[src/hw/rtl/gcd_pkg.sv]
package gcd_pkg;

  localparam int CordicSteps = 24;

  localparam logic signed [30:0] TurnU    = 31'sd754974720;
  localparam logic signed [30:0] HalfU    = 31'sd377487360;
  localparam logic signed [30:0] QuarterU = 31'sd188743680;

  localparam logic [63:0] RadQ40 = 64'd19190098069;
  localparam logic [17:0] RadHi  = RadQ40[34:17];
  localparam logic [16:0] RadLo  = RadQ40[16:0];

  localparam logic signed [32:0] GainQ30 = 33'sd652032874;
  localparam logic [30:0]        OneQ30  = 31'h4000_0000;
  localparam logic [12:0]        EarthR  = 13'd6371;
  localparam logic [22:0]        DistMax = 23'd5123863;

  typedef struct packed {
    logic signed [32:0] x;
    logic signed [32:0] y;
    logic signed [32:0] z;
  } cordic_t;

  typedef struct packed {
    logic [60:0] rem;
    logic [61:0] res;
  } root_t;

  function automatic logic signed [32:0] atan_q30(input logic [4:0] idx);
    logic signed [32:0] v;
    case (idx)
      5'd0:  v = 33'sd843314857;
      5'd1:  v = 33'sd497837829;
      5'd2:  v = 33'sd263043837;
      5'd3:  v = 33'sd133525159;
      5'd4:  v = 33'sd67021687;
      5'd5:  v = 33'sd33543516;
      5'd6:  v = 33'sd16775851;
      5'd7:  v = 33'sd8388437;
      5'd8:  v = 33'sd4194283;
      5'd9:  v = 33'sd2097141;
      5'd10: v = 33'sd1048575;
      5'd11: v = 33'sd524288;
      5'd12: v = 33'sd262144;
      5'd13: v = 33'sd131072;
      5'd14: v = 33'sd65536;
      5'd15: v = 33'sd32768;
      5'd16: v = 33'sd16384;
      5'd17: v = 33'sd8192;
      5'd18: v = 33'sd4096;
      5'd19: v = 33'sd2048;
      5'd20: v = 33'sd1024;
      5'd21: v = 33'sd512;
      5'd22: v = 33'sd256;
      5'd23: v = 33'sd128;
      5'd24: v = 33'sd64;
      5'd25: v = 33'sd32;
      5'd26: v = 33'sd16;
      5'd27: v = 33'sd8;
      5'd28: v = 33'sd4;
      5'd29: v = 33'sd2;
      5'd30: v = 33'sd1;
      default: v = 33'sd0;
    endcase
    return v;
  endfunction

endpackage

[src/hw/rtl/gcd_sqrt_cell.sv]
module gcd_sqrt_cell import gcd_pkg::*; #(
  parameter int STEP = 0
) (
  input  logic  clk_i,
  input  logic  en_i,
  input  root_t st_i,
  output root_t st_o
);

  localparam logic [61:0] Bit = 62'(1) << (60 - 2 * STEP);

  root_t       st_d, st_q;
  logic [61:0] sum;

  always_comb begin
    sum = st_i.res + Bit;
    if ({1'b0, st_i.rem} >= sum) begin
      st_d.rem = st_i.rem - sum[60:0];
      st_d.res = (st_i.res >> 1) + Bit;
    end else begin
      st_d.rem = st_i.rem;
      st_d.res = st_i.res >> 1;
    end
  end

  always_ff @(posedge clk_i) begin
    if (en_i) begin
      st_q <= st_d;
    end
  end

  assign st_o = st_q;

endmodule
[config.mk]
export PLATFORM = sky130hd
export DESIGN_NAME = gcd_sqrt_cell
export DESIGN_NICKNAME = d
export VERILOG_FILES = /design/src/hw/rtl/gcd_pkg.sv /design/src/hw/rtl/gcd_sqrt_cell.sv
export SDC_FILE = /design/constraint.sdc
export NUM_CORES = 1
export LEC_CHECK = 0
export ABC_CLOCK_PERIOD_IN_PS = 3870
export BUFFER_PORTS_ARGS = -buffer_cell sky130_fd_sc_hd__buf_2
export CORE_ASPECT_RATIO = 0.9
export CORE_MARGIN = 1.5
export CORE_UTILIZATION = 45
export CTS_BUF_LIST = sky130_fd_sc_hd__clkbuf_4 sky130_fd_sc_hd__clkbuf_8
export CTS_CLUSTER_DIAMETER = 30
export DETAILED_ROUTE_END_ITERATION = 8
export PLACE_DENSITY = 0.76
export SLEW_MARGIN = 20
export SYNTH_ARGS = -nofsm -noshare
export SYNTH_HDL_FRONTEND = slang
export SYNTH_SLANG_ARGS = --single-unit
[constraint.sdc]
create_clock -name clk_i -period 3.87 [get_ports clk_i]
set_input_delay 0.387 -clock clk_i [delete_from_list [all_inputs] [get_ports clk_i]]
set_output_delay 0.387 -clock clk_i [all_outputs]
set_load 0.02 [all_outputs]
==> flow_metrics.py, run 1 <==
metrics = {
    "timing": {
        "whs_ns": 0.1053,
        "period_needed_ns": 3.320,
        "timing.fmax_mhz": 301.2,
        "timing.final.max_slew_violations": 0,
        "slew_headroom": 0.4349,
        "hold_violations": 0,
        "setup_viol": 0,
        "worstMarginPinSlew_ns": 0.8476,
        "fin_tns_setup_ns": 0,
        "rsz0062_at_grt": "no",
        "min_period_over_period": 0.8580,
    },
    "floorplan": {
        "die_x_um": 146.2,
        "io_pins": 248,
        "dieArea_um2": 19280,
        "num_rows": 46,
        "start_util": 0.4655,
        "die_h_um": 131.9,
        "core_region_area_um2": 17840,
    },
    "final_layout": {
        "fillCellCount": 1614,
        "seq_area_um2": 3694,
        "areaGrowthSynthToFinish_pct": 24.34,
        "drive_above_1_share": 0.2765,
        "multi_input_area_um2": 4153,
        "largest_reg_flops": 123,
        "fin_nets": 1325,
    },
    "cts": {
        "cts_hold_buf": 0,
        "clock-sinks": 123,
        "cts_root_buf": "clkbuf_8",
        "htreeDepth": 4,
        "cts_buffers": 17,
        "cts_tree": "built",
        "clockBufferDepth": 2,
        "clk_pin_slew_ns": 0.08,
        "cts_setup_buffers": 0,
        "cts_resized": 0,
    },
    "global_route": {
        "grt.overflow.total": 0,
        "antenna_found_initial": 3,
        "grt_max_degree": 64,
        "track_usage": 0.2433,
        "grt_pass1_vias": 7391,
        "grt_pass1_wl_um": 37250,
    },
    "placed_design": {
        "port_buffers": 247,
        "gp_congestion": 0.9165,
        "dp_hpwl_um": 18180,
    },
    "logic_synthesis": {
        "synth.most_common_cell": "a21oi_1",
        "yosys_warnings": 0,
        "yosysSeqAreaShare": 0.4447,
        "ys_seq_elements": 123,
        "synth_ff_type": "edfxtp_1",
        "synth_fp_nets": 1073,
        "synth_top_cells_by_count": "a21oi_1, edfxtp_1, nor2_1, inv_1, nand2_1",
        "postSynthAreaPerCell_um2": 9.374,
        "ys_top_cells_by_area": "edfxtp_1, ha_1, a21oi_1, nor2_1, inv_1",
        "ys_types": 62,
        "yosysTopAreaCell": "edfxtp_1",
        "synth_cells": 886,
        "synth_top_area_frac": 0.4447,
        "syn_area_um2": 8305,
        "ys_async_sr_fraction": 0,
        "synth_edf_count": 123,
    },
    "worst_setup_path": {
        "crit_family": "compound AO/OA/AOI/OAI gates",
        "worstPathMaxFanout": 7,
        "cp-end-kind": "flip-flop",
        "path_class": "input pin to flip-flop",
        "cpPeakStageDelay_ns": 0.41,
        "slowest_stage": "ha_1",
        "cp.required_ns": 4.16,
        "cp_num_buf_inv": 2,
        "crit_chain": "buf_2 -> inv_1 -> ha_1 -> nand2_1 -> o21ai_0 -> a31oi_1 -> nor4_1 -> a21oi_1 -> o21ai_0 -> nand4_1 -> a211oi_1 -> mux2_2 -> a211oi_1",
        "start_kind": "input pin",
        "setup.worst_path.start": "st_i[19]",
        "crit_arrival_ns": 3.62,
    },
    "worst_hold_path": {
        "whs_endpoint": "st_o[21]$_DFFE_PP_",
        "min-delay-start": "st_i[22]",
        "hp-class": "input pin to flip-flop",
        "hold_path_depth": 1,
    },
    "detailed_routing": {
        "postRouteAntennaNets": 0,
        "vias_per_cell": 5.482,
        "drtIter0Drc": 547,
        "first_pass_iters": 5,
        "drc": 0,
        "wl_per_cell_um": 16.83,
        "drt-total-wl_um": 23430,
        "vias": 7631,
    },
    "pwr": {
        "power.leakage_nw": 4.664,
        "vdd_drop_max_v": 0.0002437,
        "total_power_w": 0.004184,
        "power_density_nw_per_um2": 405.1,
    },
    "status": {
        "status": "complete, no violations",
    },
    "job": {
        "maxCapViolCount": 0,
    },
}
==> logic make-up after synthesis <==
logic type,synth area share
AOI/OAI and AO/OA,0.1936
xor gates and xnor gates,0.05905
adders and majority gates,0.09431
buffers and inverters,0.05619
DFF,0.4447
muxes,0.008134
and+or+nand+nor,0.1440
==> placed cells by master, fill, tap and decap left out, types with 6 or more instances in the layout <==
master,count
nor2_1,104
o21a_1,10
a21oi_1,127
clkbuf_8,17
nand2_1,70
nor3_1,7
buf_4,26
o21bai_1,7
o211ai_1,7
nor4_1,6
o21ai_0,41
nand2b_1,12
xnor2_1,30
nand3_1,10
inv_1,71
a31oi_1,10
xor2_1,26
a21o_1,29
edfxtp_1,123
ha_1,61
buf_2,246
nand4_1,20
mux2_2,6
==> cell type report <==
class / instances / area share
Inverter: 71 / 0.02581
Sequential cell: 123 / 0.3576
Multi-Input combinational cell: 649 / 0.4021
Timing Repair Buffer: 276 / 0.1459
Antenna cell: 2 / 0.0004846
Clock inverter: 12 / 0.01490
Clock buffer: 19 / 0.02411
Tap cell: 240 / 0.02908
==> routing by layer <==
metal | global-route usage | up-vias | share of wire
li1 | - | 3711 | -
met1 | 0.3191 | 3586 | 0.45
met2 | 0.4002 | 306 | 0.47
met3 | 0.05675 | 26 | 0.069
met4 | 0.07464 | 2 | 0.011
met5 | 0 | - | 0.00047
==> worst max path at each step <==
| stage | to | slack, ns | cells past startpoint |
|---|---|---|---|
| floorplan | st_o[109]$_DFFE_PP_ | 0.56 | 13 |
| global placement | st_o[109]$_DFFE_PP_ | 0.22 | 13 |
| detailed placement | st_o[110]$_DFFE_PP_ | 0.15 | 14 |
| CTS | st_o[109]$_DFFE_PP_ | 0.62 | 14 |
| global route | st_o[119]$_DFFE_PP_ | 0.33 | 14 |
| finish | st_o[119]$_DFFE_PP_ | 0.55 | 13 |
==> per-stage QoR <==
step,setup WS [ns],cells,instance area [µm²],utilization
4_1_cts,0.6240,1390,10320,0.5785
2_1_floorplan,0.5595,886,8305,-
3_5_place_dp,0.1462,1359,9920,0.5560
3_3_place_gp,0.2173,1359,9920,0.5560
5_1_grt,0.3291,1392,10330,0.5788
6_report,0.5496,1392,10330,0.5788
==> power breakdown <==
part	internal (W)	switching (W)	leakage (nW)	total (W)
registers	0.00163	0.0000333	1.20	0.00166
logic	0.000487	0.000806	3.25	0.00129
clock network	0.000697	0.000531	0.208	0.00123
total	0.00281	0.00137	4.66	0.00418
(Power assumes the default switching activity.)
==> inputs of run 2 (changes only) <==
--- a/config.mk
+++ b/config.mk
@@ -5,15 +5,16 @@
 export SDC_FILE = /design/constraint.sdc
 export NUM_CORES = 1
 export LEC_CHECK = 0
-export ABC_CLOCK_PERIOD_IN_PS = 3870
+export ABC_CLOCK_PERIOD_IN_PS = 2800
 export BUFFER_PORTS_ARGS = -buffer_cell sky130_fd_sc_hd__buf_2
 export CORE_ASPECT_RATIO = 0.9
 export CORE_MARGIN = 1.5
 export CORE_UTILIZATION = 45
 export CTS_BUF_LIST = sky130_fd_sc_hd__clkbuf_4 sky130_fd_sc_hd__clkbuf_8
 export CTS_CLUSTER_DIAMETER = 30
+export CTS_CLUSTER_SIZE = 12
 export DETAILED_ROUTE_END_ITERATION = 8
-export PLACE_DENSITY = 0.76
+export PLACE_DENSITY = 0.79
 export SLEW_MARGIN = 20
 export SYNTH_ARGS = -nofsm -noshare
 export SYNTH_HDL_FRONTEND = slang
==> constraint.sdc (replaced) <==
create_clock -name clk_i -period 2.8 [get_ports clk_i]
set_input_delay 0.28 -clock clk_i [delete_from_list [all_inputs] [get_ports clk_i]]
set_output_delay 0.28 -clock clk_i [all_outputs]
set_load 0.02 [all_outputs]
==> run 2 against run 1 <==
  * Die area stayed put
  * Combinational power rose by 78%
  * Power is 50% higher
  * Wire length up 15%
  * Design area is 21% higher
  * Sequential power rose by 39%
  * Sequential share of layout area fell by 6.2 points
  * Critical path type unchanged
  * Critical endpoint is now st_o[80]$_DFFE_PP_
==> flow_metrics.py, run 2 (same netlist as run 1, synthesis figures left out) <==
metrics = {
    "cts": {
        "cts_tree": "built",
        "cts_buffers": 17,
        "cts_root_buf": "clkbuf_8",
        "clock-sinks": 123,
        "htreeDepth": 4,
        "clockBufferDepth": 2,
        "clk_pin_slew_ns": 0.08,
    },
    "global_route": {
        "antenna_found_initial": 2,
        "grt_pass1_vias": 8494,
        "grt_max_degree": 65,
        "grt.overflow.total": 0,
        "grt_pass1_wl_um": 41500,
        "track_usage": 0.2693,
    },
    "floorplan": {
        "io_pins": 248,
        "dieArea_um2": 19280,
        "core_region_area_um2": 17840,
        "num_rows": 46,
        "die_h_um": 131.9,
        "start_util": 0.4655,
        "die_x_um": 146.2,
    },
    "worst_setup_path": {
        "path_class": "input pin to flip-flop",
        "start_kind": "input pin",
        "worstPathMaxFanout": 13,
        "cp-end-kind": "flip-flop",
        "cp.required_ns": 3.01,
        "crit_arrival_ns": 2.97,
    },
    "pwr": {
        "switching_share": 0.3325,
        "seq_power_share": 0.367,
        "vdd_drop_max_v": 0.0003213,
        "power.leakage_nw": 5.753,
        "pwr-share-comb": 0.367,
        "p_switching_w": 0.002089,
        "total_power_w": 0.006282,
        "pwr-share-clk": 0.267,
        "power_density_nw_per_um2": 502.3,
        "p_int_w": 0.004193,
    },
    "worst_hold_path": {
        "hp-class": "input pin to flip-flop",
    },
    "timing": {
        "worstMarginPinSlew_ns": 0.5968,
        "period_needed_ns": 2.764,
        "timing.final.max_slew_violations": 0,
        "timing.fmax_mhz": 361.8,
        "hold_violations": 0,
        "setup_viol": 0,
        "rsz0062_at_grt": "yes",
        "setup_ws_ns": 0.03620,
        "min_period_over_period": 0.9871,
        "whs_ns": 0.01827,
        "slew_headroom": 0.5985,
    },
    "final_layout": {
        "largest_reg_flops": 123,
        "final_common_cell": "buf_2",
        "stdcell_count": 1607,
        "fin_util": 0.7010,
        "fin_nets": 1540,
        "fillCellCount": 1345,
        "drive_above_1_share": 0.4107,
        "mostFrequentLayoutCells": "buf_2, buf_4, edfxtp_1, a21oi_1, nor2_1",
        "areaGrowthSynthToFinish_pct": 50.59,
    },
    "status": {
        "status": "complete, no violations",
    },
    "placed_design": {
        "dp.cells": 1530,
        "gp_congestion": 0.9266,
        "port_buffers": 247,
        "dp_hpwl_um": 20160,
        "place_ws_ns": -0.8834,
    },
    "detailed_routing": {
        "drc": 0,
        "postRouteAntennaNets": 0,
        "drtIter0Drc": 565,
        "vias": 8522,
        "drt-total-wl_um": 26890,
        "vias_per_cell": 5.303,
        "first_pass_iters": 6,
        "wl_per_cell_um": 16.73,
    },
    "job": {
        "maxCapViolCount": 0,
    },
}
run 2: power by group through the flow:
stage / registers (W) / clock network, W / logic (W)
floorplan: 0.00259 / 0 / 0.000942
global placement: 0.00233 / 0 / 0.00208
detailed placement: 0.00234 / 0 / 0.00211
CTS: 0.00230 / 0.00169 / 0.00216
global route: 0.00232 / 0.00177 / 0.00249
finish: 0.00230 / 0.00168 / 0.00230
run 2: path summary, 6_finish.rpt:
check  startpoint                 end  slack (ns)  cells after the start
max      st_i[32]  st_o[80]$_DFFE_PP_        0.04                     13
min      st_i[24]  st_o[23]$_DFFE_PP_        0.02                      1
run 2: critical path, stage by stage:
cell and delay [ns]:
buf_2 0.10, inv_2 0.04, ha_4 0.26, and2_4 0.15
nand3_2 0.10, or4_4 0.50, or3_4 0.43, nor4_4 0.16
nor3_1 0.10, a21oi_2 0.17, a21o_4 0.17, buf_12 0.15
mux2_2 0.34
run 2: area by class of cell:
type,count,area (µm²),share of cell area
timing repair buffer,491,3271,0.2615
clock buffer,20,256.5,0.02051
sequential,123,3694,0.2953
tap,240,300.3,0.02401
antenna,1,2.502,0.0002001
clock inverter,12,148.9,0.01190
inverter,71,276.5,0.02211
multi-input combinational,649,4558,0.3644
run 2: per-layer routing:
| layer | part of all wire | global-route usage |
|---|---|---|
| met1 | 0.43 | 0.3492 |
| met2 | 0.47 | 0.4442 |
| met3 | 0.071 | 0.06505 |
| met4 | 0.022 | 0.08698 |
| met5 | 0.00056 | 0 |
run 2: what timing repair did:
item | 4_1_cts | 5_1_grt
gates resized for setup | 7 | 46
cloned | 0 | 3
setup buffers | 0 | 7
hold endpoints to repair | 23 | 11
pin swaps | 1 | 11
hold buffers | 23 | 11
setup endpoints to repair | 63 | 62
run 2: stage by stage:
step	TNS [ns]	cell area, µm²
6_report	0	12510
5_1_grt	-0.1420	12510
4_1_cts	0	12020
3_5_place_dp	-50.49	11350
2_1_floorplan	-8.597	8508
3_3_place_gp	-46.55	11350
