File: config.mk
export PLATFORM = sky130hd
export DESIGN_NAME = gcd_angle_prep
export DESIGN_NICKNAME = d
export VERILOG_FILES = /design/src/hw/rtl/gcd_pkg.sv /design/src/hw/rtl/gcd_angle_prep.sv
export SDC_FILE = /design/constraint.sdc
export NUM_CORES = 1
export LEC_CHECK = 0
export ABC_AREA = 1
export BUFFER_PORTS_ARGS = -buffer_cell sky130_fd_sc_hd__buf_2
export CAP_MARGIN = 20
export CORE_UTILIZATION = 58
export DETAILED_ROUTE_END_ITERATION = 10
export PLACE_DENSITY = 0.8
export SYNTH_ARGS = -nofsm -noshare
export SYNTH_HDL_FRONTEND = slang
export SYNTH_SLANG_ARGS = --single-unit
File: constraint.sdc
create_clock -name clk_i -period 11.45 [get_ports clk_i]
set_clock_uncertainty 0.1 [all_clocks]
set_input_delay 0 -clock clk_i [delete_from_list [all_inputs] [get_ports clk_i]]
set_output_delay 0 -clock clk_i [all_outputs]
set_load 0.05 [all_outputs]
File: src/hw/rtl/gcd_pkg.sv
package gcd_pkg;

  localparam int CordicSteps = 24;

  localparam logic signed [30:0] TurnU    = 31'sd754974720;
  localparam logic signed [30:0] HalfU    = 31'sd377487360;
  localparam logic signed [30:0] QuarterU = 31'sd188743680;

  localparam logic [63:0] RadQ40 = 64'd19190098069;
  localparam logic [17:0] RadHi  = RadQ40[34:17];
  localparam logic [16:0] RadLo  = RadQ40[16:0];

  localparam logic signed [32:0] GainQ30 = 33'sd652032874;
  localparam logic [30:0]        OneQ30  = 31'h4000_0000;
  localparam logic [12:0]        EarthR  = 13'd6371;
  localparam logic [22:0]        DistMax = 23'd5123863;

  typedef struct packed {
    logic signed [32:0] x;
    logic signed [32:0] y;
    logic signed [32:0] z;
  } cordic_t;

  typedef struct packed {
    logic [60:0] rem;
    logic [61:0] res;
  } root_t;

  function automatic logic signed [32:0] atan_q30(input logic [4:0] idx);
    logic signed [32:0] v;
    case (idx)
      5'd0:  v = 33'sd843314857;
      5'd1:  v = 33'sd497837829;
      5'd2:  v = 33'sd263043837;
      5'd3:  v = 33'sd133525159;
      5'd4:  v = 33'sd67021687;
      5'd5:  v = 33'sd33543516;
      5'd6:  v = 33'sd16775851;
      5'd7:  v = 33'sd8388437;
      5'd8:  v = 33'sd4194283;
      5'd9:  v = 33'sd2097141;
      5'd10: v = 33'sd1048575;
      5'd11: v = 33'sd524288;
      5'd12: v = 33'sd262144;
      5'd13: v = 33'sd131072;
      5'd14: v = 33'sd65536;
      5'd15: v = 33'sd32768;
      5'd16: v = 33'sd16384;
      5'd17: v = 33'sd8192;
      5'd18: v = 33'sd4096;
      5'd19: v = 33'sd2048;
      5'd20: v = 33'sd1024;
      5'd21: v = 33'sd512;
      5'd22: v = 33'sd256;
      5'd23: v = 33'sd128;
      5'd24: v = 33'sd64;
      5'd25: v = 33'sd32;
      5'd26: v = 33'sd16;
      5'd27: v = 33'sd8;
      5'd28: v = 33'sd4;
      5'd29: v = 33'sd2;
      5'd30: v = 33'sd1;
      default: v = 33'sd0;
    endcase
    return v;
  endfunction

endpackage

File: src/hw/rtl/gcd_angle_prep.sv
module gcd_angle_prep import gcd_pkg::*; (
  input  logic               clk_i,
  input  logic               en_i,
  input  logic signed [30:0] d_i,
  output logic signed [32:0] z_o,
  output logic               neg_o
);

  logic signed [30:0] r_d, r_q;
  logic signed [30:0] f_w;
  logic               nc_w;
  logic [27:0]        m_d, m_q;
  logic               nc2_q, nc3_q, nc4_q;
  logic [45:0]        phi_q;
  logic [44:0]        plo_q;
  logic [63:0]        sum_w;
  logic signed [32:0] z_q;

  always_comb begin
    if (d_i < -HalfU) begin
      r_d = d_i + TurnU;
    end else if (d_i >= HalfU) begin
      r_d = d_i - TurnU;
    end else begin
      r_d = d_i;
    end
  end

  always_comb begin
    nc_w = 1'b0;
    f_w  = r_q;
    if (r_q > QuarterU) begin
      f_w  = HalfU - r_q;
      nc_w = 1'b1;
    end else if (r_q < -QuarterU) begin
      f_w  = -HalfU - r_q;
      nc_w = 1'b1;
    end
    m_d = f_w[30] ? 28'(-f_w) : 28'(f_w);
  end

  assign sum_w = {1'b0, phi_q, 17'd0} + 64'(plo_q) + 64'h4000_0000;

  always_ff @(posedge clk_i) begin
    if (en_i) begin
      r_q   <= r_d;
      m_q   <= m_d;
      nc2_q <= nc_w;
      phi_q <= 46'(m_q) * 46'(RadHi);
      plo_q <= 45'(m_q) * 45'(RadLo);
      nc3_q <= nc2_q;
      z_q   <= {1'b0, sum_w[62:31]};
      nc4_q <= nc3_q;
    end
  end

  assign z_o   = z_q;
  assign neg_o = nc4_q;

endmodule

==> results of run 1 <==
path summary, 6_finish.rpt:
kind              startpoint         to  slack, ns  cells past startpoint
hold / removal          en_i    r_q[29]       0.01                      1
setup reg to reg      m_q[8]  phi_q[39]       4.89                     21
hold reg to reg        nc3_q      neg_o       0.34                      0
setup / recovery      m_q[8]  phi_q[39]       4.89                     21
layout make-up:
type                       count  area, sq um  area share (%)
tap                          592        740.7           2.620
clock inverter                15        162.7          0.5753
timing repair buffer         105        721.9           2.553
inverter                     770         2890           10.22
multi-input combinational   2089        18470           65.32
sequential                   162         4865           17.21
clock buffer                  17        425.4           1.505
registers in the layout (all words and copies together) (netlist names):
register / flops
z_o: 32
neg_o: 1
m_q: 28
nc3_q: 1
plo_q: 28
r_q: 31
phi_q: 40
nc2_q: 1
cell families (layout without fill, tap and decap cells):
logic type / count (synthesis) / after routing
adder cells (fa/ha/maj): 735 / 735
AND/OR/NAND/NOR: 868 / 868
other: 1 / 1
buffers and inverters: 787 / 907
flip-flops: 162 / 162
AO/OA/AOI/OAI: 352 / 352
XOR/XNOR: 133 / 133
layout by cell type (no fill, tap or decap), types with 19 or more instances in the layout:
cell	synthesis	layout
inv_1	758	758
nand2_1	430	430
ha_1	415	415
fa_1	320	320
nor2_1	226	226
edfxtp_1	162	162
a21oi_1	159	159
nand3_1	91	91
xor2_1	90	90
o21ai_0	89	89
buf_2	4	64
xnor2_1	43	43
dlygate4sd3_1	0	36
a31oi_1	26	26
nand4_1	26	26
nor2_2	22	22
a21o_1	21	21
nand2_2	19	19
routing by layer:
layer | global-route usage (%) | up-vias | wire, um
met5 | 0 | - | 19
met4 | 14.63 | 2 | 3141
met3 | 4.954 | 169 | 3800
met2 | 62.01 | 667 | 38710
met1 | 41.02 | 10070 | 30760
li1 | - | 9821 | -
what timing repair did:
| item | in CTS | in global routing |
|---|---|---|
| endpoints found under the hold margin | 31 | 0 |
| hold buffers | 36 | 0 |
| buffers inserted | 0 | 0 |
worst max-delay path, stage by stage, from the launching register on:
cell,delay [ns]
edfxtp_1,0.70
inv_1,0.24
fa_1,0.54
fa_1,0.54
inv_1,0.06
fa_1,0.52
fa_1,0.45
fa_1,0.54
inv_1,0.05
fa_1,0.50
inv_1,0.04
ha_1,0.37
nand2_1,0.09
nand2_1,0.10
a21oi_1,0.13
a21boi_0,0.32
o21ai_0,0.12
a21oi_1,0.26
inv_1,0.11
a21oi_1,0.22
o21ai_0,0.13
xor2_1,0.15
stage by stage:
stage / setup WS, ns / cell area (sq um) / hold slack (ns)
CTS: 4.878 / 28270 / 0.008277
global placement: 4.976 / 27330 / 0.07790
floorplan: 5.765 / 26350 / -0.001131
finish: 4.889 / 28270 / 0.01110
detailed placement: 4.908 / 27330 / 0.07811
global route: 4.520 / 28270 / 0.04110
==> impl_metrics.toml, run 1 <==
[logic_synthesis]
synth_top_family_by_area = "adder cells"
ys_seq_area_share_pct = 18.46
synth_nets = 3806
synthTopCellsByArea = "fa_1, ha_1, edfxtp_1"
synth-seq-cells = 162
synth_commonest_cells = "inv_1, nand2_1, ha_1"
synth_adder_area_share_pct = 44.02
yosysTopAreaCellShare_pct = 24.31
synth_top_area_cell = "fa_1"
yosysMostFrequentCell = "inv_1"
syn_area_sq_um = 26350
synth_xor_area_share_pct = 4.420
synth_compound_area_share_pct = 7.450
synth-warning-count = 0
yosysUniqueCellTypes = 48
synth-simple-area-share_pct = 14.18
ys_async_sr_fraction_pct = 0
synth_mux_area_share_pct = 0
synth_edf_count = 162
synth_area_per_cell_sq_um = 8.674
synth_ff_type = "edfxtp_1"
synth_cells = 3038

[final_layout]
instances_no_fill = 3750
area_delta_synth_final_pct = 7.293
num_antenna_cells = 0
final_layout_size_suffix_gt1_share_pct = 5.351
utilization_pct = 63.52
layout.nets = 3913
fillers = 3797

[timing]
fin_crit_ns = 6.561
timing.setup.tns_ns = 0
setup_viol = 0
worst_slew_pin_slew_ns = 0.9702
slew_viol_final = 0
max_freq_mhz = 152.4
hold_viol = 0
rsz0062_at_grt = "no"
relSlewSlack_pct = 35.32
fin_crit_sh_pct = 57.30

[cts]
clockRootBuffer = "clkbuf_16"
clk_latency_ns = 0.52
cts_inserted_buffers = 17
clk_pin_slew_ns = 0.10
cts_resized = 0
clock_sink_count = 162
htreeDepth = 4
cts.path.max_buffers = 2
cts_tree = "yes"

[flow_run]
cap_violations = 0

[critical_path]
crit_arrival_ns = 6.70
start_kind = "flip-flop"
crit_fanout = 9
path_class = "flip-flop to flip-flop"
required_ns = 11.59
cp-end-kind = "flip-flop"

[hold_path]
hp-class = "input pin to flip-flop"

[die]
die_y_um = 215.2
start_util_pct = 59.20
ios = 67
die_x_um = 215.2
die_area_sq_um = 46290
rows = 77
coreArea_sq_um = 44510

[route]
avgRoutedWirePerCell_um = 20.38
drtIter0Drc = 1467
antenna_left = 0
vias_per_cell = 5.529
routed_wl_um = 76440
firstDrtPassIters = 5
post-route-drc-count = 0
vias = 20730

[place]
numPlacedInstances = 3682
gp_congestion = 1.031
post-dp-hpwl_um = 65390
portBuffers = 65

[status]
status = "completed"

[global_routing]
grt_pass1_wl_um = 120100
grt_pass1_vias = 22000
grt_max_degree = 100
overflow = 0
track_usage_pct = 34.50
antenna_found_initial = 1
Power of run 1 is not shown: default switching activity piles up to over one toggle a cycle in this logic, so the estimate is an artifact.
==> inputs of run 2 (changes only) <==
- clock period: 11.45 -> 6.4 ns (I/O delays scaled with it)
==> run 2 against run 1 <==
  * Die area unchanged
  * Via count up 1.5%
  * Hold slack better by 0.012 ns
  * Final cell count up 1.5%
  * First-iteration DRC count down 2.8%
  * Critical endpoint is now plo_q[39]
  * Sequential share of layout area down 0.28 points
  * Critical path depth up 4
  * Routed wire length down 7.3%
  * Sequential cell count unchanged
  * Highest routed layer unchanged
  * Critical path type unchanged
==> impl_metrics.toml, run 2 (same netlist as run 1, synthesis figures left out) <==
[status]
status = "completed"

[critical_path]
start_kind = "flip-flop"
required_ns = 6.52
crit_arrival_ns = 6.33
path_class = "flip-flop to flip-flop"
crit_fanout = 5
cp-end-kind = "flip-flop"

[flow_run]
cap_violations = 0

[global_routing]
overflow = 0
antenna_found_initial = 1
grt_max_degree = 92
grt_pass1_wl_um = 113800
grt_pass1_vias = 22260
track_usage_pct = 31.68

[die]
start_util_pct = 59.20
die_y_um = 215.2
die_area_sq_um = 46290
die_x_um = 215.2
ios = 67
rows = 77
coreArea_sq_um = 44510

[cts]
htreeDepth = 4
clk_latency_ns = 0.48
clk_pin_slew_ns = 0.09
clock_sink_count = 162
cts.path.max_buffers = 2
cts_tree = "yes"
clockRootBuffer = "clkbuf_16"
cts_inserted_buffers = 17

[route]
post-route-drc-count = 0
vias = 21050
avgRoutedWirePerCell_um = 18.60
vias_per_cell = 5.528
firstDrtPassIters = 6
antenna_left = 0
drtIter0Drc = 1426
routed_wl_um = 70830

[timing]
slew_viol_final = 0
hold_viol = 0
fin_crit_sh_pct = 96.99
setup_viol = 0
relSlewSlack_pct = 43.24
fin_crit_ns = 6.208
max_freq_mhz = 161.1
rsz0062_at_grt = "yes"
hold_slack_ns = 0.02282
worst_slew_pin_slew_ns = 0.8515

[place]
portBuffers = 65
numPlacedInstances = 3719
post-dp-hpwl_um = 60410
gp_congestion = 1.075

[final_layout]
num_antenna_cells = 0
largest_reg_flops = 40
instances_no_fill = 3808
layout.nets = 3971
area_delta_synth_final_pct = 9.050
final_layout_size_suffix_gt1_share_pct = 7.432
final_cell_mix = "inv_1, nand2_1, ha_1"
top_register = "phi_q"
final_common_cell = "inv_1"

[hold_path]
hp-class = "input pin to flip-flop"
==> run 2: changes by cell type in the layout (fill, tap and decap cells not counted), sizes merged, moves of 2 or more <==
| cell | previous run | this run |
|---|---|---|
| buf | 69 | 129 |
| clkinvlp | 1 | 4 |
| dlygate4sd3 | 36 | 34 |
| clkinv | 7 | 4 |
| inv | 777 | 775 |
==> run 2: per-layer routing <==
layer,share of wire (%),track usage (%)
met1,40,38.03
met5,0.016,0
met3,5.9,4.628
met4,4.7,13.83
met2,50,56.29
==> run 2: critical path, stage by stage, from the launching register on <==
cell and delay [ns]:
edfxtp_1 0.49, buf_4 0.19, ha_1 0.29, inv_1 0.07
fa_1 0.54, inv_1 0.06, fa_1 0.53, inv_1 0.06
fa_1 0.54, inv_1 0.06, fa_1 0.52, inv_1 0.06
fa_1 0.53, inv_1 0.05, ha_1 0.31, nand2_1 0.10
nor2_1 0.18, inv_1 0.12, nor4_2 0.39, buf_4 0.18
nand3_1 0.12, nand3_1 0.16, buf_4 0.13, nand2_1 0.04
nand2_1 0.06, xor2_1 0.06
==> run 2: worst paths after layout <==
| path | from | end | slack [ns] | depth (start not counted) |
|---|---|---|---|---|
| worst max register to register | m_q[15] | plo_q[39] | 0.19 | 25 |
| worst min register to register | nc3_q | neg_o | 0.34 | 0 |
| worst min-delay path | en_i | r_q[29] | 0.02 | 1 |
| worst max-delay path | m_q[15] | plo_q[39] | 0.19 | 25 |
==> run 2: area by class of cell <==
class	instances	area, sq um
Multi-Input combinational cell	2089	18510
Inverter	770	2894
Clock inverter	14	148.9
Sequential cell	162	4865
Tap cell	592	740.7
Fill cell	3653	15770
Clock buffer	18	429.2
Timing Repair Buffer	163	1152
==> run 2: stage by stage <==
step,utilization [%],setup WS [ns],cell area (sq um),TNS (ns)
5_1_grt,64.56,-0.01417,28740,-0.01417
6_report,64.56,0.1925,28740,0
4_1_cts,64.15,0.03341,28550,0
3_5_place_dp,62.01,-0.01091,27600,-0.01091
2_1_floorplan,-,0.7152,26350,0
3_3_place_gp,62.01,-0.01111,27600,-0.01111
==> run 2: repair_timing <==
item	CTS	global route
setup buffers	4	19
hold buffers	34	0
endpoints found under the hold margin	31	0
gates resized for setup	0	14
endpoints found under the setup margin	2	16
Power of run 2 is left out for the same reason.
==> inputs of run 3 (changes only) <==
- BUFFER_PORTS_ARGS: -buffer_cell sky130_fd_sc_hd__buf_2 -> -buffer_cell sky130_fd_sc_hd__buf_4
==> run 3 against run 2 <==
  * Design area rose by 0.58%
  * First-iteration DRC count rose by 0.35%
  * Via count down 0.48%
  * Non-clock buffer count decreased by 3
  * Critical path type unchanged
  * Highest routed layer unchanged
==> impl_metrics.toml, run 3 (same netlist as run 1, synthesis figures left out) <==
[status]
status = "completed"

[critical_path]
worstReg2RegStart = "m_q[15]"
crit_arrival_ns = 6.37
cpLargestDelayFamily = "adder cells"
reg2reg_to = "plo_q[39]"
crit_fanout = 5
required_ns = 6.53
rrSetupSlack_ns = 0.16
cp-end-kind = "flip-flop"
cpPeakStageDelay_ns = 0.55
path_buf_inv = 10
crit_cells = 25
start_kind = "flip-flop"
rr_worst_depth = 25
crit_path_top_delay_cell = "fa_1"
cp_common_cell = "inv_1"
path_class = "flip-flop to flip-flop"

[final_layout]
final_cell_mix = "inv_1, nand2_1, ha_1"
fillers = 3659
num_antenna_cells = 0
utilization_pct = 64.94
final_layout_size_suffix_gt1_share_pct = 7.407
final_common_cell = "inv_1"
instances_no_fill = 3805
area_delta_synth_final_pct = 9.686
layout.nets = 3968
largest_reg_flops = 40
top_register = "phi_q"

[route]
firstDrtPassIters = 8
routed_wl_um = 71480
antenna_left = 0
vias_per_cell = 5.505
drtIter0Drc = 1431
avgRoutedWirePerCell_um = 18.78
post-route-drc-count = 0
vias = 20950

[cts]
htreeDepth = 4
clk_latency_ns = 0.49
cts.path.max_buffers = 2
cts_tree = "yes"
clockRootBuffer = "clkbuf_16"
clock_sink_count = 162
clk_pin_slew_ns = 0.09
cts_inserted_buffers = 17

[hold_path]
hold_start = "en_i"
hp-class = "input pin to flip-flop"
min_to = "r_q[29]"
hold_depth = 1

[timing]
rsz0062_at_grt = "yes"
fin_crit_sh_pct = 97.53
slew_viol_final = 0
max_freq_mhz = 160.2
setup_viol = 0
worst_slew_pin_slew_ns = 0.8909
relSlewSlack_pct = 40.60
hold_viol = 0
fin_crit_ns = 6.242

[flow_run]
cap_violations = 0

[global_routing]
grt_max_degree = 90
track_usage_pct = 32.06
grt_pass1_wl_um = 114700
antenna_found_initial = 3
grt_pass1_vias = 22230
overflow = 0

[die]
start_util_pct = 59.20
die_area_sq_um = 46290
die_y_um = 215.2
rows = 77
coreArea_sq_um = 44510
ios = 67
die_x_um = 215.2

[place]
post-dp-hpwl_um = 61010
numPlacedInstances = 3719
portBuffers = 65
gp_congestion = 1.051
-- run 3: worst register-to-register path, cell delays in order (launching register included) --
cell and delay, ns:
edfxtp_1 0.47, buf_4 0.18, ha_1 0.30, inv_1 0.07, fa_1 0.53, inv_1 0.07
fa_1 0.53, inv_1 0.06, fa_1 0.55, inv_1 0.07, fa_1 0.53, inv_1 0.06
fa_1 0.55, inv_1 0.07, ha_1 0.30, nand2_1 0.09, nor2_1 0.18, inv_1 0.12
nor4_2 0.38, buf_4 0.18, nand3_1 0.14, nand3_1 0.16, buf_4 0.13, nand2_1 0.04
nand2_1 0.06, xor2_1 0.06
-- run 3: stage by stage --
step           setup TNS, ns  hold slack [ns]  instance area [sq um]  setup WS [ns]
3_3_place_gp               0          0.07816                  27760        0.04588
5_1_grt             -0.09565          0.05227                  28900       -0.06537
3_5_place_dp        -0.03064          0.07926                  27760       -0.03064
2_1_floorplan              0        -0.001131                  26350         0.7152
6_report                   0          0.01424                  28900         0.1583
4_1_cts                    0          0.01547                  28750        0.01165
-- run 3: layer usage --
layer	up-vias	share of wire (%)	track usage, %
li1	9920	-	-
met2	781	49	57.18
met3	201	5.2	4.218
met1	10040	41	38.65
met5	-	0.027	0
met4	2	4.6	13.92
-- run 3: final cells by class --
class	count	area, sq um	share of cell area [%]
well taps	592	740.7	2.563
repair buffers	160	1305	4.515
multi-input cells	2089	18510	64.04
inverters	770	2894	10.01
flip-flops and latches	162	4865	16.83
clock inverters	15	165.2	0.5714
clock buffers	17	425.4	1.472
-- run 3: worst max path at each step --
stage             from   endpoint  slack [ns]
6_report       m_q[15]  plo_q[39]        0.16
5_1_grt        m_q[18]  phi_q[39]       -0.07
4_1_cts        m_q[18]  phi_q[41]        0.01
3_5_place_dp   m_q[11]  phi_q[39]       -0.03
3_3_place_gp   m_q[18]  phi_q[41]        0.05
2_1_floorplan   m_q[5]  phi_q[44]        0.72
-- run 3: timing repair --
| item | in CTS | in global routing |
|---|---|---|
| hold endpoints to repair | 31 | 0 |
| hold buffers | 35 | 0 |
| resized for setup | 0 | 17 |
| cloned | 0 | 0 |
| setup buffers | 4 | 15 |
| endpoints found under the setup margin | 1 | 19 |
| pin swaps | 0 | 0 |
Power of run 3 is left out for the same reason.
