**src/hw/rtl/gcd_pkg.sv**
```systemverilog
package gcd_pkg;

  localparam int CordicSteps = 24;

  localparam logic signed [30:0] TurnU    = 31'sd754974720;
  localparam logic signed [30:0] HalfU    = 31'sd377487360;
  localparam logic signed [30:0] QuarterU = 31'sd188743680;

  localparam logic [63:0] RadQ40 = 64'd19190098069;
  localparam logic [17:0] RadHi  = RadQ40[34:17];
  localparam logic [16:0] RadLo  = RadQ40[16:0];

  localparam logic signed [32:0] GainQ30 = 33'sd652032874;
  localparam logic [30:0]        OneQ30  = 31'h4000_0000;
  localparam logic [12:0]        EarthR  = 13'd6371;
  localparam logic [22:0]        DistMax = 23'd5123863;

  typedef struct packed {
    logic signed [32:0] x;
    logic signed [32:0] y;
    logic signed [32:0] z;
  } cordic_t;

  typedef struct packed {
    logic [60:0] rem;
    logic [61:0] res;
  } root_t;

  function automatic logic signed [32:0] atan_q30(input logic [4:0] idx);
    logic signed [32:0] v;
    case (idx)
      5'd0:  v = 33'sd843314857;
      5'd1:  v = 33'sd497837829;
      5'd2:  v = 33'sd263043837;
      5'd3:  v = 33'sd133525159;
      5'd4:  v = 33'sd67021687;
      5'd5:  v = 33'sd33543516;
      5'd6:  v = 33'sd16775851;
      5'd7:  v = 33'sd8388437;
      5'd8:  v = 33'sd4194283;
      5'd9:  v = 33'sd2097141;
      5'd10: v = 33'sd1048575;
      5'd11: v = 33'sd524288;
      5'd12: v = 33'sd262144;
      5'd13: v = 33'sd131072;
      5'd14: v = 33'sd65536;
      5'd15: v = 33'sd32768;
      5'd16: v = 33'sd16384;
      5'd17: v = 33'sd8192;
      5'd18: v = 33'sd4096;
      5'd19: v = 33'sd2048;
      5'd20: v = 33'sd1024;
      5'd21: v = 33'sd512;
      5'd22: v = 33'sd256;
      5'd23: v = 33'sd128;
      5'd24: v = 33'sd64;
      5'd25: v = 33'sd32;
      5'd26: v = 33'sd16;
      5'd27: v = 33'sd8;
      5'd28: v = 33'sd4;
      5'd29: v = 33'sd2;
      5'd30: v = 33'sd1;
      default: v = 33'sd0;
    endcase
    return v;
  endfunction

endpackage

```
**src/hw/rtl/gcd_cordic_cell.sv**
```systemverilog
module gcd_cordic_cell import gcd_pkg::*; #(
  parameter bit VECTOR = 1'b0,
  parameter int STEP   = 0
) (
  input  logic    clk_i,
  input  logic    en_i,
  input  cordic_t st_i,
  input  logic    flag_i,
  output cordic_t st_o,
  output logic    flag_o
);

  cordic_t            st_d, st_q;
  logic               flag_q;
  logic signed [32:0] dx, dy, at;
  logic               fwd;

  always_comb begin
    dx  = st_i.y >>> STEP;
    dy  = st_i.x >>> STEP;
    at  = atan_q30(5'(STEP));
    fwd = VECTOR ? st_i.y[32] : ~st_i.z[32];
    if (fwd) begin
      st_d.x = st_i.x - dx;
      st_d.y = st_i.y + dy;
      st_d.z = st_i.z - at;
    end else begin
      st_d.x = st_i.x + dx;
      st_d.y = st_i.y - dy;
      st_d.z = st_i.z + at;
    end
  end

  always_ff @(posedge clk_i) begin
    if (en_i) begin
      st_q   <= st_d;
      flag_q <= flag_i;
    end
  end

  assign st_o   = st_q;
  assign flag_o = flag_q;

endmodule

```
**config.mk**
```make
export PLATFORM = sky130hd
export DESIGN_NAME = gcd_cordic_cell
export DESIGN_NICKNAME = d
export VERILOG_FILES = /design/src/hw/rtl/gcd_pkg.sv /design/src/hw/rtl/gcd_cordic_cell.sv
export SDC_FILE = /design/constraint.sdc
export NUM_CORES = 1
export LEC_CHECK = 0
export ABC_CLOCK_PERIOD_IN_PS = 8500
export BUFFER_PORTS_ARGS = -buffer_cell sky130_fd_sc_hd__buf_2
export CORE_MARGIN = 8
export CORE_UTILIZATION = 60
export DETAILED_ROUTE_END_ITERATION = 10
export PLACE_DENSITY = 0.86
export SYNTH_ARGS = -nofsm -noshare
export SYNTH_HDL_FRONTEND = slang
export SYNTH_SLANG_ARGS = --single-unit
```
**constraint.sdc**
```tcl
create_clock -name clk_i -period 8.5 [get_ports clk_i]
set_clock_uncertainty 0.1 [all_clocks]
set_input_delay 1.275 -clock clk_i [delete_from_list [all_inputs] [get_ports clk_i]]
set_output_delay 1.275 -clock clk_i [all_outputs]
set_load 0.02 [all_outputs]
```
==> impl_metrics.yaml, run 1 <==
status:
  status: "complete, no violations"
placement:
  place_hpwl_um: 23100
  port_buffers: 201
  place_congestion: 0.964
timing:
  finalMaxSlewViolations: 0
  layout_min_cycle_time_ps: 5020
  rsz0062_at_grt: "false"
  final-hold-violation-count: 0
  tns_ps: 0
  max-slew-margin-rel: 0.303
  tightest_slew_ps: 1050
  max_clock_freq_mhz: 199
  finalSetupViolCount: 0
  finalCritPeriodShare: 0.591
logic_synthesis:
  ys_top_cells_by_area: "edfxtp_1 (29%), ha_1 (15%), xnor2_1 (6.7%), a21oi_1 (6.4%), inv_1 (3.7%)"
  async_flop_share: 0
  synth.yosys.warnings: 0
  syn_area_mm2: 0.0103
  synthTopCellsByCount: "a21oi_1 (131), ha_1 (127), inv_1 (101)"
  synth_edf_count: 99
  yosysTopAreaCell: "edfxtp_1"
  ys_types: 82
  synth_flop_cell: "edfxtp_1"
  yosysMostFrequentCell: "a21oi_1"
  netlist.area_leader.share: 0.290
  synthesis.nets: 1411
  yosysSeqAreaShare: 0.290
  avgSynthCellArea_um2: 8.71
  synth-seq-cells: 99
  postSynthCellCount: 1178
critical_path:
  start_kind: "input pin"
  cpPeakStageDelay_ps: 760
  worstSetupStartpoint: "st_i[32]"
  criticalPathCategory: "input pin to flop"
  crit_required_ps: 8500
  worstSetupEndpoint: "st_o[32]"
  worstPathArrival_ps: 5030
  cp_max_fo: 92
  slowest_stage: "buf_4"
  crit_path_end_kind: "flop"
  crit_chain: "buf_2, buf_4, inv_2, buf_4, ha_1, nor2b_1, o21ai_0, a21boi_0, o2111ai_1, a2111oi_2, o21ai_1, o21ai_1, a2111oi_0, or3_1"
  critPathBufInv: 4
  path_depth: 14
  crit_family: "compound AO/OA/AOI/OAI gates"
final_layout:
  antenna_cells: 0
  nets: 1575
  layout-drive-gt1-share: 0.188
  syn_to_final_growth_pct: 13.6
power:
  irDropWorstVdd_uv: 110
  power_frac_comb: 0.422
  pwr-share-clk: 0.231
  switchingPower_uw: 728
  p_int_uw: 1200
  p_leak_uw: 0.00525
  fin_total_pwr_uw: 1930
  p_sw_frac: 0.378
  power_frac_seq: 0.348
  cellPowerDensity_mw_per_mm2: 165
grt:
  overflow: 0
  first_global_vias: 9197
  antenna_found_initial: 0
  grtUsageTotal: 0.268
  grt_max_degree: 93
  grt_pass1_wl_um: 47500
die:
  start_util: 0.604
  dieHeight_um: 147
  num_rows: 48
  ios: 202
  core_area_mm2: 0.0170
  die_x_um: 147
  die-area_mm2: 0.0215
hold_path:
  hold_class: "input pin to flop"
route:
  finalWirelength_um: 29900
  drc_errors: 0
  vias: 9659
  ant_nets: 0
  first_pass_iters: 6
  viasPerCell: 6.15
  post_drt_wl_per_cell_um: 19.0
  drt_iter0_markers: 965
clock_network:
  cts_sinks: 99
  root_buffer: "clkbuf_16"
  cts_inserted_buffers: 9
  hold_buffers: 0
  cts_resized: 0
  postCtsSetupRepairBufs: 0
  htreeDepth: 3
  cts_tree: "built"
  clk_pin_slew_ps: 60
  cts_max_path_buffers: 2
run:
  max-cap-violations: 0
==> power by group through the flow <==
stage	Clock, uW	Sequential (uW)	Combinational, uW
after CTS	450	670	802
final	444	669	812
after detailed placement	0	680	797
after floorplan	0	789	445
after global placement	0	678	785
after global routing	465	676	876
==> per-stage QoR <==
stage               std cells  utilization  worst slack, ps  hold WS (ps)  cell area [um2]
global placement         1556        0.668             3210          1350            11300
CTS                      1571        0.686             3480           992            11700
finish                   1571        0.686             3480          1000            11700
floorplan                1178            -             3810          1270            10300
global route             1571        0.686             3120           991            11700
detailed placement       1556        0.668             3120          1360            11300
==> final cells by class <==
| type | instances | area [um2] |
|---|---|---|
| Inverter | 107 | 402 |
| Fill cell | 1315 | 5340 |
| Clock buffer | 10 | 229 |
| Tap cell | 225 | 282 |
| Multi-Input combinational cell | 921 | 6660 |
| Timing Repair Buffer | 204 | 1030 |
| Sequential cell | 99 | 2970 |
| Clock inverter | 5 | 77.6 |
==> cells by family (layout without fill, tap and decap cells) <==
family | count (synthesis) | count (layout) | synth area share
compound gates | 388 | 388 | 0.251
buf+inv | 158 | 326 | 0.0613
simple gates | 294 | 294 | 0.141
flops | 99 | 99 | 0.290
mux | 15 | 15 | 0.0146
fa+ha+maj | 131 | 131 | 0.163
xor+xnor | 93 | 93 | 0.0794
==> cells in the final DEF (no fill, tap or decap), types with 13 or more instances in the layout <==
cell type,netlist,final
o21bai_1,20,20
nand2_1,73,73
nor2b_1,17,17
nand2b_1,13,13
nor3_1,17,17
a21oi_1,131,131
ha_1,127,127
a21o_1,34,34
nor2_1,93,93
edfxtp_1,99,99
xnor2_1,78,78
o21ai_0,58,58
xor2_1,15,15
o21a_1,15,15
buf_2,8,200
mux2i_1,15,15
inv_1,101,101
nand3_1,15,15
==> layer usage <==
layer  wire, um  share of wire  up-vias  global-route usage
met4        892          0.030        0              0.0984
li1           -              -     4578                   -
met3       2740          0.092       66              0.0480
met5          0              0        -                   0
met2      13900           0.47      527               0.438
met1      12300           0.41     4488               0.349
==> how the worst min path moves through the flow <==
| stage | start | end | slack (ps) | cells after the start |
|---|---|---|---|---|
| 5_1_grt | flag_i | flag_o | 990 | 1 |
| 2_1_floorplan | flag_i | flag_o | 1270 | 0 |
| 3_5_place_dp | flag_i | flag_o | 1360 | 1 |
| 3_3_place_gp | flag_i | flag_o | 1350 | 1 |
| 6_report | flag_i | flag_o | 1000 | 1 |
| 4_1_cts | flag_i | flag_o | 990 | 1 |
==> registers in the layout, indices dropped and copies added, names as in the netlist <==
signal / count
st_o: 98
flag_o: 1
(Power assumes the default switching activity.)
==> inputs of run 2 (changes only) <==
- ABC_CLOCK_PERIOD_IN_PS: 8500 -> 5200
- CORE_UTILIZATION: 60 -> 57
- PLACE_DENSITY: 0.86 -> 0.82
- clock period: 8.5 -> 5.2 ns (I/O delays scaled with it)
==> run 2 against run 1 <==
Effect of this change: sequential power up 64%; non-clock buffer count rose by 1; final cell count grew 0.38%.
==> impl_metrics.yaml, run 2 (synthesis results as in run 1) <==
status:
  status: "complete, no violations"
critical_path:
  crit_required_ps: 5200
  start_kind: "input pin"
  cpPeakStageDelay_ps: 490
  criticalPathCategory: "input pin to flop"
  worstPathArrival_ps: 3810
  slowest_stage: "inv_2"
  crit_chain: "buf_2, inv_2, ha_1, a21o_1, a21o_1, a21o_1, a221oi_1, o31ai_1, a21oi_2, o21ai_1, a221oi_2, xnor2_1"
  crit_path_end_kind: "flop"
  cp_max_fo: 30
  worst_path_most_repeated_cell: "a21o_1"
grt:
  first_global_vias: 9195
  grtUsageTotal: 0.253
  overflow: 0
  grt_pass1_wl_um: 46000
  antenna_found_initial: 0
  grt_max_degree: 64
timing:
  layout_min_cycle_time_ps: 3800
  max-slew-margin-rel: 0.484
  layout_setup_ws_ps: 1400
  finalSetupViolCount: 0
  max_clock_freq_mhz: 263
  finalMaxSlewViolations: 0
  final-hold-violation-count: 0
  tns_ps: 0
  rsz0062_at_grt: "false"
  tightest_slew_ps: 774
  finalCritPeriodShare: 0.731
  whs_ps: 497
clock_network:
  cts_tree: "built"
  clk_pin_slew_ps: 70
  cts_sinks: 99
  cts_max_path_buffers: 2
  htreeDepth: 3
  postCtsSetupRepairBufs: 0
  hold_buffers: 0
  root_buffer: "clkbuf_16"
  cts_resized: 0
  cts_inserted_buffers: 9
power:
  irDropWorstVdd_uv: 162
  p_leak_uw: 0.00526
  cellPowerDensity_mw_per_mm2: 272
final_layout:
  largest_reg_flops: 98
  finalNonFillerCells: 1577
  antenna_cells: 0
  layout.cells.most_common: "buf_2"
  layout_common_cells: "buf_2 (200), a21oi_1 (131), ha_1 (127)"
  syn_to_final_growth_pct: 13.8
  layout-drive-gt1-share: 0.190
  final_area_mm2: 0.0117
  nets: 1576
run:
  max-cap-violations: 0
placement:
  dp.cells: 1561
  port_buffers: 201
  dpl_cell_area_mm2: 0.0114
  place_congestion: 0.993
  post-place-ws_ps: 1160
  place_hpwl_um: 23100
die:
  core_area_mm2: 0.0178
  die_x_um: 150
  start_util: 0.575
  num_rows: 49
  ios: 202
  die-area_mm2: 0.0226
  dieHeight_um: 150
route:
  drt_iter0_markers: 814
  vias: 9647
  first_pass_iters: 6
  drc_errors: 0
  ant_nets: 0
  finalWirelength_um: 29500
  post_drt_wl_per_cell_um: 18.7
  viasPerCell: 6.12
hold_path:
  hold_class: "input pin to flop"
## run 2: routing by layer
metal,global-route usage,share of wire,vias up
li1,-,-,4565
met1,0.328,0.42,4489
met2,0.414,0.46,514
met3,0.0304,0.084,79
met4,0.117,0.035,0
met5,0,0,-
## run 2: through the flow
stage,total power (uW),util
finish,3170,0.654
global route,3310,0.654
CTS,3160,0.654
detailed placement,2410,0.637
global placement,2400,0.637
floorplan,2020,-
## run 2: final timing paths
kind	startpoint	to	cells past startpoint
worst max-delay path	st_i[32]	st_o[29]	12
worst min-delay path	flag_i	flag_o	1
## run 2: final cells by class
type                    count  area (um2)
repair buffers            205        1040
inverters                 107         402
clock buffers              10         229
fillers                  1545        6170
flip-flops and latches     99        2970
multi-input cells         921        6660
clock inverters             6        87.6
well taps                 229         287
## run 2: power by group
part | switching (uW) | internal [uW] | leakage, uW | total [uW]
registers | 35.6 | 1060 | 0.000969 | 1100
clock network | 332 | 425 | 0.000157 | 758
logic | 841 | 478 | 0.00413 | 1320
total | 1210 | 1960 | 0.00526 | 3170
## run 2: critical path: cells and delay by family
family / cells / cell delay, ps
compound gates: 8 / 1900
buf+inv: 2 / 600
fa+ha+maj: 1 / 430
xor+xnor: 1 / 80
==> inputs of run 3 (changes only) <==
- ABC_AREA: not set -> 1
- ABC_CLOCK_PERIOD_IN_PS: 5200 -> 3700
- CORE_UTILIZATION: 57 -> 59
- PLACE_DENSITY: 0.82 -> 0.83
- clock period: 5.2 -> 3.7 ns (I/O delays scaled with it)
==> run 3 against run 2 <==
Effect of this change: critical endpoint is now st_o[85]; synthesized cell count up 76%; wire length up 49%; synthesized area rose by 24%; worst hold slack worse by 220 ps; clock-buffer cell count down 1; worst setup slack got worse by 340 ps; clock power grew 27%; design area up 21%; sequential share of layout area shrank 4.4 points; die area up 18%; critical path depth increased by 2; first-iteration DRC count up 64%.
==> impl_metrics.yaml, run 3 <==
critical_path:
  criticalPathCategory: "input pin to flop"
  crit_required_ps: 3680
  worstPathArrival_ps: 2620
  crit_path_end_kind: "flop"
  start_kind: "input pin"
  cp_max_fo: 9
logic_synthesis:
  synth.yosys.warnings: 0
  yosysTopAreaCell: "edfxtp_1"
  synthesis.nets: 2308
  synthTopCellsByCount: "nand2_1 (750), inv_1 (376), nand3_1 (188)"
  synth_flop_cell: "edfxtp_1"
  yosysSeqAreaShare: 0.234
  avgSynthCellArea_um2: 6.14
  synth_edf_count: 99
  ys_top_cells_by_area: "edfxtp_1 (23%), nand2_1 (22%), ha_1 (12%), inv_1 (11%), nand3_1 (7.4%)"
  netlist.area_leader.share: 0.234
  yosysMostFrequentCell: "nand2_1"
  synth-seq-cells: 99
  ys_types: 41
  postSynthCellCount: 2075
  syn_area_mm2: 0.0127
  async_flop_share: 0
clock_network:
  htreeDepth: 3
  cts_tree: "built"
  clk_pin_slew_ps: 70
  root_buffer: "clkbuf_16"
  cts_resized: 0
  postCtsSetupRepairBufs: 0
  cts_max_path_buffers: 2
  hold_buffers: 0
  cts_sinks: 99
  cts_inserted_buffers: 9
die:
  num_rows: 53
  die_x_um: 163
  die-area_mm2: 0.0265
  ios: 202
  dieHeight_um: 163
  start_util: 0.604
  core_area_mm2: 0.0211
placement:
  dpl_cell_area_mm2: 0.0138
  place_hpwl_um: 37000
  place_congestion: 1.04
  post-place-ws_ps: 719
  port_buffers: 201
timing:
  max-slew-margin-rel: 0.501
  rsz0062_at_grt: "false"
  layout_min_cycle_time_ps: 2640
  whs_ps: 273
  tightest_slew_ps: 748
  tns_ps: 0
  final-hold-violation-count: 0
  finalMaxSlewViolations: 0
  layout_setup_ws_ps: 1060
  max_clock_freq_mhz: 379
  finalCritPeriodShare: 0.713
  finalSetupViolCount: 0
route:
  vias: 14100
  first_pass_iters: 8
  ant_nets: 0
  drc_errors: 0
  viasPerCell: 5.56
  post_drt_wl_per_cell_um: 17.4
  drt_iter0_markers: 1335
  finalWirelength_um: 44100
hold_path:
  whs_path_depth: 1
  holdPathEnd: "flag_o"
  hold_class: "input pin to flop"
  min-delay-start: "flag_i"
grt:
  grt_max_degree: 63
  overflow: 0
  grt_pass1_wl_um: 68700
  antenna_found_initial: 0
  grtUsageTotal: 0.325
  first_global_vias: 13400
power:
  p_leak_uw: 0.00800
  irDropWorstVdd_uv: 195
  fin_total_pwr_uw: 4620
  cellPowerDensity_mw_per_mm2: 328
final_layout:
  layout.cells.most_common: "nand2_1"
  n_fill_cell: 1995
  nets: 2481
  layout-drive-gt1-share: 0.117
  final_area_mm2: 0.0141
  antenna_cells: 0
  syn_to_final_growth_pct: 10.7
  layout_common_cells: "nand2_1 (750), inv_1 (376), buf_2 (200)"
  largest_reg_flops: 98
run:
  max-cap-violations: 0
status:
  status: "complete, no violations"
==> run 3: cell families after synthesis <==
group,synth area share
AO/OA/AOI/OAI,0.0923
XOR/XNOR,0.0296
adder cells (fa/ha/maj),0.131
buffers and inverters,0.138
flip-flops,0.234
AND/OR/NAND/NOR,0.375
==> run 3: worst max-delay path by stage <==
| stage | end | slack [ps] | startpoint |
|---|---|---|---|
| detailed placement | st_o[28] | 720 | st_i[32] |
| finish | st_o[85] | 1060 | st_i[40] |
| CTS | st_o[28] | 1100 | st_i[32] |
| global placement | st_o[48] | 740 | st_i[39] |
| floorplan | st_o[25] | 1010 | st_i[32] |
| global route | st_o[28] | 880 | st_i[32] |
==> run 3: area by class of cell <==
type / count / area, um2 / share of cell area
Clock buffer: 9 / 225 / 0.0160
Inverter: 383 / 1440 / 0.102
Tap cell: 275 / 344 / 0.0244
Sequential cell: 99 / 2970 / 0.211
Clock inverter: 7 / 52.6 / 0.00373
Timing Repair Buffer: 206 / 1060 / 0.0751
Multi-Input combinational cell: 1549 / 8000 / 0.568
==> run 3: where the power goes <==
part           internal, uW  switching (uW)  total, uW
Sequential             1450            58.9       1510
Clock                   463             495        959
Combinational           644            1500       2150
Total                  2560            2060       4620
==> run 3: routing by layer <==
| metal | global-route usage | up-vias | routed length [um] |
|---|---|---|---|
| li1 | - | 6845 | - |
| met1 | 0.419 | 6249 | 18100 |
| met3 | 0.0592 | 125 | 4660 |
| met5 | 0 | - | 0 |
| met2 | 0.525 | 834 | 19400 |
| met4 | 0.143 | 0 | 1980 |
==> run 3: through the flow <==
stage / cells / util
3_5_place_dp: 2512 / 0.655
2_1_floorplan: 2075 / -
6_report: 2528 / 0.668
4_1_cts: 2528 / 0.668
5_1_grt: 2528 / 0.668
3_3_place_gp: 2512 / 0.655
==> run 3: critical path: stages <==
cell and delay [ps]:
buf_2 110, inv_1 40, ha_1 510, nand2_1 220
nor2_2 180, inv_2 80, nor3_2 190, nand2_1 140
nand2_1 170, nand2_1 90, nand2_1 60, nand2_1 50
nand3_1 80, nand2_1 130
